--- src/rtl/core/ptd_pkg.sv ---
`timescale 1ns / 1ps
`default_nettype none

package ptd_pkg;

    // default table depth
    localparam int MAX_TASKS_DEF = 16;

    // operation codes
    localparam logic [1:0] OP_REG  = 2'd0;
    localparam logic [1:0] OP_ACT  = 2'd1;
    localparam logic [1:0] OP_TICK = 2'd2;

    // status codes
    localparam logic ST_OK  = 1'b0;
    localparam logic ST_ERR = 1'b1;

    // command token handed from cell to cell
    typedef struct packed {
        logic        v;
        logic [1:0]  op;
        logic [7:0]  id;
        logic [31:0] per;
        logic [31:0] now;
        logic        flag;
    } t_tok;

    // dispatch event raised by the cell holding the token
    typedef struct packed {
        logic       v;
        logic [7:0] id;
    } t_evt;

endpackage

`default_nettype wire

--- src/rtl/core/ptd_cell.sv ---
`timescale 1ns / 1ps
`default_nettype none

module ptd_cell (
    input  logic          i_clk,
    input  logic          i_rst_n,
    input  logic          i_adv,
    input  ptd_pkg::t_tok i_tok,
    output ptd_pkg::t_tok o_tok,
    output ptd_pkg::t_evt o_evt
);
    import ptd_pkg::*;

    logic        r_occ;
    logic        r_ready;
    logic [7:0]  r_id;
    logic [31:0] r_per;
    logic [31:0] r_last;
    t_tok        r_tok;

    logic [31:0] w_elapsed;
    logic        w_due;
    logic        w_reg_take;
    logic        w_act_hit;
    t_tok        n_tok;

    // per-entry decisions for the passing token
    always_comb begin
        w_elapsed  = i_tok.now - r_last;
        w_due      = i_tok.v && (i_tok.op == OP_TICK) && r_occ && r_ready
                     && (w_elapsed >= r_per);
        w_reg_take = i_tok.v && (i_tok.op == OP_REG) && !r_occ && !i_tok.flag;
        w_act_hit  = i_tok.v && (i_tok.op == OP_ACT) && r_occ && !i_tok.flag
                     && (r_id == i_tok.id);
        n_tok      = i_tok;
        n_tok.flag = i_tok.flag | w_reg_take | w_act_hit;
    end

    // entry state
    always_ff @(posedge i_clk) begin
        if (!i_rst_n) begin
            r_occ   <= 1'b0;
            r_ready <= 1'b0;
        end else if (i_adv) begin
            if (w_reg_take) begin
                r_occ   <= 1'b1;
                r_ready <= 1'b1;
            end else if (w_act_hit) begin
                r_ready <= 1'b1;
            end
        end
    end

    // entry payload
    always_ff @(posedge i_clk) begin
        if (i_adv) begin
            if (w_reg_take) begin
                r_id   <= i_tok.id;
                r_per  <= i_tok.per;
                r_last <= '0;
            end else if (w_due) begin
                r_last <= i_tok.now;
            end
        end
    end

    // token hand-off to the next cell
    always_ff @(posedge i_clk) begin
        if (!i_rst_n) begin
            r_tok.v <= 1'b0;
        end else if (i_adv) begin
            r_tok <= n_tok;
        end
    end

    assign o_tok    = r_tok;
    assign o_evt.v  = w_due;
    assign o_evt.id = w_due ? r_id : 8'd0;

endmodule

`default_nettype wire

--- src/rtl/core/periodic_task_dispatcher_top.sv ---
// channel | handshake                   | fields
// in      | i_in_valid / o_in_stall     | i_op, i_task_id, i_period
// out     | o_out_valid / i_out_stall   | o_status, o_dispatch_valid, o_dispatched_id,
//         |                             | o_tick_now, o_last
//
// one item at a time: a command token walks the row of MAX_TASKS cells, one cell
// per cycle while the output is not stalled
// a stalled output freezes the whole row until the result register drains
// each dispatch is held back so that the final result of a tick carries last
// reset clears occupancy, ready marks, the tick counter and all handshake state;
// entry payload needs no clearing pass
`timescale 1ns / 1ps
`default_nettype none

module periodic_task_dispatcher_top #(
    parameter int MAX_TASKS = ptd_pkg::MAX_TASKS_DEF
) (
    input  logic        i_clk,
    input  logic        i_rst_n,
    input  logic        i_in_valid,
    output logic        o_in_stall,
    input  logic [1:0]  i_op,
    input  logic [7:0]  i_task_id,
    input  logic [31:0] i_period,
    output logic        o_out_valid,
    input  logic        i_out_stall,
    output logic        o_status,
    output logic        o_dispatch_valid,
    output logic [7:0]  o_dispatched_id,
    output logic [31:0] o_tick_now,
    output logic        o_last
);
    import ptd_pkg::*;

    logic        r_busy;
    logic [31:0] r_tick;
    t_tok        r_launch;
    logic [1:0]  r_op;
    logic [31:0] r_now;
    logic        r_pv;
    logic [7:0]  r_pid;

    logic        r_ov;
    logic        r_status;
    logic        r_dv;
    logic [7:0]  r_did;
    logic [31:0] r_onow;
    logic        r_last;

    t_tok        w_link [MAX_TASKS+1];
    t_evt        w_cevt [MAX_TASKS];
    t_evt        w_evt;
    logic        w_acc;
    logic        w_adv;
    logic        w_end;
    t_tok        w_end_tok;
    logic [MAX_TASKS:0] w_tok_v;

    assign w_acc      = i_in_valid && !r_busy;
    assign w_adv      = !r_ov || !i_out_stall;
    assign o_in_stall = r_busy;

    // row of cells
    assign w_link[0] = r_launch;
    for (genvar k = 0; k < MAX_TASKS; k++) begin : g_cell
        ptd_cell u_cell (
            .i_clk  (i_clk),
            .i_rst_n(i_rst_n),
            .i_adv  (w_adv),
            .i_tok  (w_link[k]),
            .o_tok  (w_link[k+1]),
            .o_evt  (w_cevt[k])
        );
    end

    // only the cell holding the token can raise an event
    always_comb begin
        w_evt = '0;
        for (int k = 0; k < MAX_TASKS; k++) begin
            w_evt = w_evt | w_cevt[k];
        end
    end

    assign w_end_tok = w_link[MAX_TASKS];
    assign w_end     = w_end_tok.v;

    always_comb begin
        for (int k = 0; k <= MAX_TASKS; k++) begin
            w_tok_v[k] = w_link[k].v;
        end
    end

    // accept, launch and tick counter
    always_ff @(posedge i_clk) begin
        if (!i_rst_n) begin
            r_busy     <= 1'b0;
            r_tick     <= '0;
            r_launch.v <= 1'b0;
        end else begin
            if (w_acc) begin
                r_busy          <= 1'b1;
                r_launch.v      <= 1'b1;
                r_launch.op     <= i_op;
                r_launch.id     <= i_task_id;
                r_launch.per    <= i_period;
                r_launch.now    <= r_tick;
                r_launch.flag   <= 1'b0;
                if (i_op == OP_TICK) begin
                    r_tick <= r_tick + 32'd1;
                end
            end else if (w_adv) begin
                r_launch.v <= 1'b0;
            end
            if (w_adv && w_end) begin
                r_busy <= 1'b0;
            end
        end
    end

    // item context for result assembly
    always_ff @(posedge i_clk) begin
        if (w_acc) begin
            r_op  <= i_op;
            r_now <= r_tick;
        end
    end

    // held dispatch and result register
    always_ff @(posedge i_clk) begin
        if (!i_rst_n) begin
            r_pv <= 1'b0;
            r_ov <= 1'b0;
        end else begin
            // on an advance the result register is empty or draining
            if (w_adv) begin
                r_ov <= (w_evt.v && r_pv) || w_end;
            end
            if (w_adv && w_evt.v) begin
                r_pv  <= 1'b1;
                r_pid <= w_evt.id;
                if (r_pv) begin
                    r_status <= ST_OK;
                    r_dv     <= 1'b1;
                    r_did    <= r_pid;
                    r_onow   <= r_now;
                    r_last   <= 1'b0;
                end
            end else if (w_adv && w_end) begin
                r_pv   <= 1'b0;
                r_onow <= r_now;
                r_last <= 1'b1;
                unique case (r_op) inside
                    OP_REG, OP_ACT: begin
                        r_status <= w_end_tok.flag ? ST_OK : ST_ERR;
                        r_dv     <= 1'b0;
                        r_did    <= 8'd0;
                    end
                    OP_TICK: begin
                        r_status <= ST_OK;
                        r_dv     <= r_pv;
                        r_did    <= r_pv ? r_pid : 8'd0;
                    end
                    default: begin
                        r_status <= ST_ERR;
                        r_dv     <= 1'b0;
                        r_did    <= 8'd0;
                    end
                endcase
            end
        end
    end

    assign o_out_valid      = r_ov;
    assign o_status         = r_status;
    assign o_dispatch_valid = r_dv;
    assign o_dispatched_id  = r_did;
    assign o_tick_now       = r_onow;
    assign o_last           = r_last;

    // at most one token in the row
    a_one_token: assert property (@(posedge i_clk) disable iff (!i_rst_n)
        $onehot0(w_tok_v))
        else $error("more than one token in the cell row");

    // a launched or finished token is only present while an item is in progress
    a_tok_busy: assert property (@(posedge i_clk) disable iff (!i_rst_n)
        (w_end || r_launch.v) |-> r_busy)
        else $error("token seen while idle");

    // a held dispatch only exists during a tick
    a_pend_tick: assert property (@(posedge i_clk) disable iff (!i_rst_n)
        r_pv |-> (r_busy && r_op == OP_TICK))
        else $error("held dispatch outside a tick");

    // an accepted item starts its walk at the head of the row
    a_launch: assert property (@(posedge i_clk) disable iff (!i_rst_n)
        w_acc |=> (r_busy && r_launch.v))
        else $error("accepted item not launched");

endmodule

`default_nettype wire
--- config.mk ---
export PLATFORM = sky130hd
export DESIGN_NAME = periodic_task_dispatcher_top
export DESIGN_NICKNAME = d
export VERILOG_FILES = /design/src/rtl/core/ptd_pkg.sv /design/src/rtl/core/ptd_cell.sv /design/src/rtl/core/periodic_task_dispatcher_top.sv
export SDC_FILE = /design/constraint.sdc
export NUM_CORES = 2
export LEC_CHECK = 0
export CORE_MARGIN = 2
export CORE_UTILIZATION = 25
export CTS_CLUSTER_SIZE = 25
export DETAILED_ROUTE_END_ITERATION = 7
export DONT_BUFFER_PORTS = 1
export HOLD_SLACK_MARGIN = 0.02
export SYNTH_ARGS = -nofsm -noshare
export SYNTH_HDL_FRONTEND = slang
export SYNTH_SLANG_ARGS = --single-unit
export TNS_END_PERCENT = 10
--- constraint.sdc ---
create_clock -name i_clk -period 46.3 [get_ports i_clk]
set_input_delay 9.26 -clock i_clk [delete_from_list [all_inputs] [get_ports i_clk]]
set_output_delay 9.26 -clock i_clk [all_outputs]
set_load 0.03 [all_outputs]
* Yosys cells after proc, flatten, opt, wreduce, memory -nomap -nowiden
Cells that the tools add are included.
** Word-level totals
- Register bits after elaboration :: 2521
- Output and inout port bits :: 45
- Logic and storage cells :: 728
** Cells by class
- $add $sub $neg :: 17
- $lt $le $gt $ge :: 16
- Eq/ne operators :: 52
- Muxes and demuxes :: 87
- Bitwise gates (word level) :: 47
- Reduce and logical (&&, ||, !) cells :: 320
** Operators with widths (number)
- 2-to-1 mux 32 bit :: 19
- >= comparator 32 bit :: 16
- subtractor 32 bit :: 16
- logical AND 1 bit :: 178
- 2-to-1 mux 8 bit :: 21
- bitwise OR 9 bit :: 15
- equality test 8 bit :: 16
- AND reduction 2 bit :: 52
- nonzero test 2 bit :: 34
- 2-to-1 mux 1 bit :: 46
- equality test 2 bit, second input constant :: 18
- equality test 2 x 1 -> 1 bit, second input constant :: 17
- logical NOT 1 bit :: 34
- logical NOT 2 bit :: 17
- adder 32 x 1 -> 32 bit, second input constant :: 1
- bitwise OR 1 bit :: 31
- OR reduction 2 bit :: 2
- AND reduction 3 bit :: 1
- logical OR 1 bit :: 2
- != test 2 bit, second input constant :: 1
- one-hot mux 1 bit (2 select lines) :: 1
- inverter 1 bit :: 1

* Longest topological paths before layout
- Depth in word-level cells :: 24
- Depth in mapped cells :: 28
- Depth with buffers taken out :: 27

* Cells and area by module
Synthesis repeated with hierarchy kept, for this count alone.
** Second synthesis, totals
- Cell total of the unflattened synthesis :: 10312
- Area total of the unflattened synthesis :: 129391.6 um^2
** By module, submodules not included
- ptd_cell (g_cell[10].u_cell ...) :: times used 7, cells each 627, area each 7708.6 um^2, seq. area each 4474.3 um^2
- ptd_cell (g_cell[7].u_cell ...) :: times used 3, cells each 610, area each 7676.1 um^2, seq. area each 4474.3 um^2
- ptd_cell (g_cell[0].u_cell ...) :: times used 3, cells each 622, area each 7618.6 um^2, seq. area each 4474.3 um^2
- ptd_cell (g_cell[11].u_cell) :: times used 1, cells each 605, area each 7617.3 um^2, seq. area each 4474.3 um^2
- ptd_cell (g_cell[6].u_cell) :: times used 1, cells each 608, area each 7599.8 um^2, seq. area each 4474.3 um^2
- ptd_cell (g_cell[14].u_cell) :: times used 1, cells each 587, area each 7422.1 um^2, seq. area each 4474.3 um^2
- periodic_task_dispatcher_top :: times used 1, cells each 427, area each 6907.9 um^2, seq. area each 5495.3 um^2

* Least setup slack after synthesis
No wires, ideal clock.
- Path type :: input to register
- Start :: input i_out_stall
- End :: register r_dv, in the netlist o_dispatch_valid, enable pin
- Arrival :: 34.750 ns
- Data required time :: 45.838 ns
- Slack :: 11.088 ns
- Cell stages on the path :: 5
- Buffers on the path :: 0
- Cell sequence :: nand2_1 -> nand2_1 -> inv_1 -> nand2_1 -> mux2i_1
** On the way
- Longest elaborated chain between the ends :: 5
- Elaborated cells on any way between the ends :: 7
** Ends and longest elaborated chain
- start: declaration :: line periodic_task_dispatcher_top.sv:26 : input logic i_out_stall,
- logical NOT 1 bit (*) :: line periodic_task_dispatcher_top.sv:60 : assign w_adv = !r_ov || !i_out_stall;
- logical OR 1 bit (*) :: line periodic_task_dispatcher_top.sv:60
- logical AND 1 bit (on tied branches) :: line periodic_task_dispatcher_top.sv:138, periodic_task_dispatcher_top.sv:148
- != test 2 bit (no line) / nonzero test 2 bit (equally long branches)
- AND reduction 3 bit (no line) (*)
- end signal: assignment :: line periodic_task_dispatcher_top.sv:160 : r_dv <= r_pv;
- end: declaration :: line periodic_task_dispatcher_top.sv:45 : logic r_dv;
Every way passes the cells marked *; elsewhere a longest branch is shown, timed or not.
A chain may end at the register's enable or synchronous reset.

* Worst setup path in the final report
- Start :: input i_out_stall
- End :: register g_cell[0].u_cell.r_tok (netlist bit g_cell[0].u_cell.o_tok[55]), enable pin
** On the way
- Longest elaborated chain between the ends :: 3
** Ends and longest elaborated chain
- logical NOT 1 bit :: line periodic_task_dispatcher_top.sv:60
- logical OR 1 bit :: line periodic_task_dispatcher_top.sv:60
- AND reduction 2 bit (no line)
- end signal: assignment :: line ptd_cell.sv:72 : r_tok <= n_tok;
- end: declaration :: line ptd_cell.sv:19 : t_tok r_tok;
Every way passes these cells.

==> results.md <==
- DP HPWL: 191 mm
- Port bufs: 0
- Max Freq: 77.6 MHz
- Vias post-DR: 69.0k
- LEAKAGE: approximately 53 nW
- Worst Hold Class: reg -> reg
- Post-Route WL: 252 mm
- Most used DFF post-synth: edfxtp_1
- Worst slew pin tran: about 1.2 ns
- FF+latch count, synth: 2521
- Setup crit start: i_out_stall
- Depth of the CTS H-tree: 4
- Slew Limit Headroom: 0.213
- Final Hold Viols: 0
- # hold bufs at CTS: 0
- Share of the synthesized area in the top cell type: 0.607
- Die Area: 0.488 mm2
- Die Y: 698 um
- Io pins: 91
- CTS tree: done
- Leading area contributor after synthesis: edfxtp_1
- Die Wd: 698 um
- Count leader, synth: edfxtp_1
- Worst-path clk slew: about 0.07 ns
- Min-delay src: r_now[22]
- Clk root buf: clkbuf_16
- Run status: finished, final reports clean
- Post-Syn Area per Cell: around 13 um2
- Cell area after layout: 0.137 mm2
- Total power: 0.00490 W
- Post_cts resized: 0
- Layout area overhead: 13.5%
- Cell Rows: 254
- Drt wl/cell: 15.7 um
- WS Path Type: in -> reg
- RD Place Congestion: ~0.84
- Pin count of the biggest net entering global routing: between 150 and 200
- Seq/Total Area, Yosys: 0.621
- Synthesized area: 0.121 mm2
- Critical-path top delay cell: buf_4
- Area contributors post-synth: edfxtp_1 (61%), ha_1 (10%), inv_1 (3.5%), nor2b_1 (2.5%), xnor2_1 (2.5%)
- Reg2Reg Launch Point: g_cell[4].u_cell.o_tok[1]
- Iter 0 DRT Violations: just over 5k
- Period minus WS final: 12.89 ns
- Clk buf depth: 4
- All-Layer GR Usage: 0.101
- Worst Path Buf+Inv: 5
- Total CTS buffers: 236
- Setup TNS Final: 0 ns
- Critical Path End Type: register
- Initial Utilization: 0.251
- Instance count of the mapped netlist: 9259
- CP dominant cell by count: buf_4
- Worst R2R Path Depth: 28
- Count of final setup violators: 0
- Ys async rst share: 0
- Hold path cells: 0
- Number of global-route vias before repair: between 60k and 70k
- Synth unique cells: 75
- Max Fanout on Critical Path: 160
- Placed cell area: 0.129 mm2
- Syn Nets: a little over 10k
- Core area: 0.479 mm2
- Worst clock skew: 0.0810 ns
- Crit path arrival time: 13.44 ns
- DR vias/cell: about 4.3
- WP data required: roughly 47 ns
- Post-synth EDFFs: ~2.4k
- R2r setup slk: 37.62 ns
- CP peak stage delay: 0.96 ns
- Clock Sinks: ~2.5k
- Postcts setup bufs: 0
- Setup crit start kind: primary input
- Global-route wire length before repair: 393 mm
- Routed Antenna Nets: 0
- Period utilisation layout: 0.278
- Worst path cell trace: nand2_1, nand2_1, inv_8, buf_12, buf_4, buf_4, buf_4
- CP top delay family: buffers and inverters
- Nets: roughly 11k
- Remaining global-route overflow: 0
- Hold Slack: 0.389 ns
- Post-route DRC: 0
- Max Slew Vio Count: 0
- RSZ-0062 raised after global routing: false
- P per Cell Area: 35.8 mW/mm2
- Min-Delay Endpoint: o_tick_now[22]
- Maximum VDD drop: 0.0000320 V
- Initial antenna violation count: 4
- Later-pin clock latency in the skew report: ~0.9 ns
- Max-Cap Viols: 0
- Critical R2R Capture: o_tick_now[29]
- 1st-pass router iterations: 6
- Fraction of final layout cells sized beyond drive strength 1: 0.0567
- YS warnings: 0
- Most frequent cells after synthesis: edfxtp_1 (2437), inv_1 (1120), ha_1 (1009)
[flip-flops by register name, summed over array words and instances (netlist names)]
name,flops
g_cell.u_cell.o_tok,1142
g_cell.u_cell.r_id,128
g_cell.u_cell.r_last,512
g_cell.u_cell.r_occ,16
g_cell.u_cell.r_per,512
g_cell.u_cell.r_ready,16
o_dispatch_valid,1
o_dispatched_id,8
o_in_stall,1
o_last,1
o_out_valid,1
o_status,1
o_tick_now,32
r_launch,75
r_now,32
r_op,2
r_pid,8
r_pv,1
r_tick,32
[final cells by class]
type,instances,area [um2]
fill,48600,342000
sequential,2521,74900
multi-input combinational,5532,41400
tap,6400,8010
clock buffer,287,6380
inverter,1120,4210
clock inverter,144,1370
timing repair buffer,71,558
antenna,3,7.51
[worst max path at each step]
| stage | end | cells past startpoint |
|---|---|---|
| CTS | g_cell[0].u_cell.o_tok[21] | 7 |
| finish | g_cell[0].u_cell.o_tok[55] | 7 |
| detailed placement | g_cell[0].u_cell.o_tok[56] | 7 |
| floorplan | o_dispatch_valid | 5 |
| global placement | g_cell[0].u_cell.o_tok[56] | 7 |
| global route | g_cell[0].u_cell.o_tok[55] | 7 |
[routing by layer]
metal  share of wire  vias to the layer above  track usage
li1                -                    34200            -
met3           0.046                      328       0.0165
met4           0.018                        0       0.0201
met2            0.45                     1247        0.164
met1            0.48                    33200        0.142
met5               0                        -            0
[cells by family (layout without fill, tap and decap cells)]
family	count (synthesis)	in the layout	synth area share
XOR/XNOR	576	576	0.0419
multiplexers	8	8	0.000665
flip-flops	2521	2521	0.621
AND/OR/NAND/NOR	2158	2158	0.0955
other	0	3	0
AO/OA/AOI/OAI	1765	1765	0.0957
adder cells (fa/ha/maj)	1025	1025	0.107
buffers and inverters	1206	1622	0.0377
[cells in the final DEF (no fill, tap or decap), types with 42 or more instances in the layout]
master	synthesis	layout
o211ai_1	43	43
edfxtp_1	2437	2437
nand3_1	152	152
nand4_1	140	140
inv_1	1120	1119
and3_1	73	73
a31oi_1	51	51
nor2b_1	491	490
clkinv_1	0	42
and2_1	141	139
xor2_1	231	231
dfxtp_1	84	84
a211oi_1	59	58
nor2_1	400	372
nand2b_1	125	125
clkbuf_16	0	242
clkinv_2	0	45
nor3_1	124	123
o21ai_0	256	256
nand2_1	320	320
xnor2_1	345	345
ha_1	1009	1009
a21oi_1	515	512
a21o_1	355	355
o21a_1	141	141
buf_4	0	69
[power by group]
part	switching, W	internal, W	leakage (nW)
sequential	0.0000556	0.00257	23.6
combinational	0.000172	0.000131	26.1
clock	0.000858	0.00111	3.78
total	0.00109	0.00381	53.4
[metrics by stage]
step           utilization  std cells  worst slack [ns]
6_report             0.286      16100             33.41
3_3_place_gp         0.269      15600             32.35
5_1_grt              0.286      16100             32.96
2_1_floorplan            -       9259             11.09
4_1_cts              0.286      16100             33.31
3_5_place_dp         0.269      15600             32.29
Note: power is estimated with default switching activity, not from simulation.
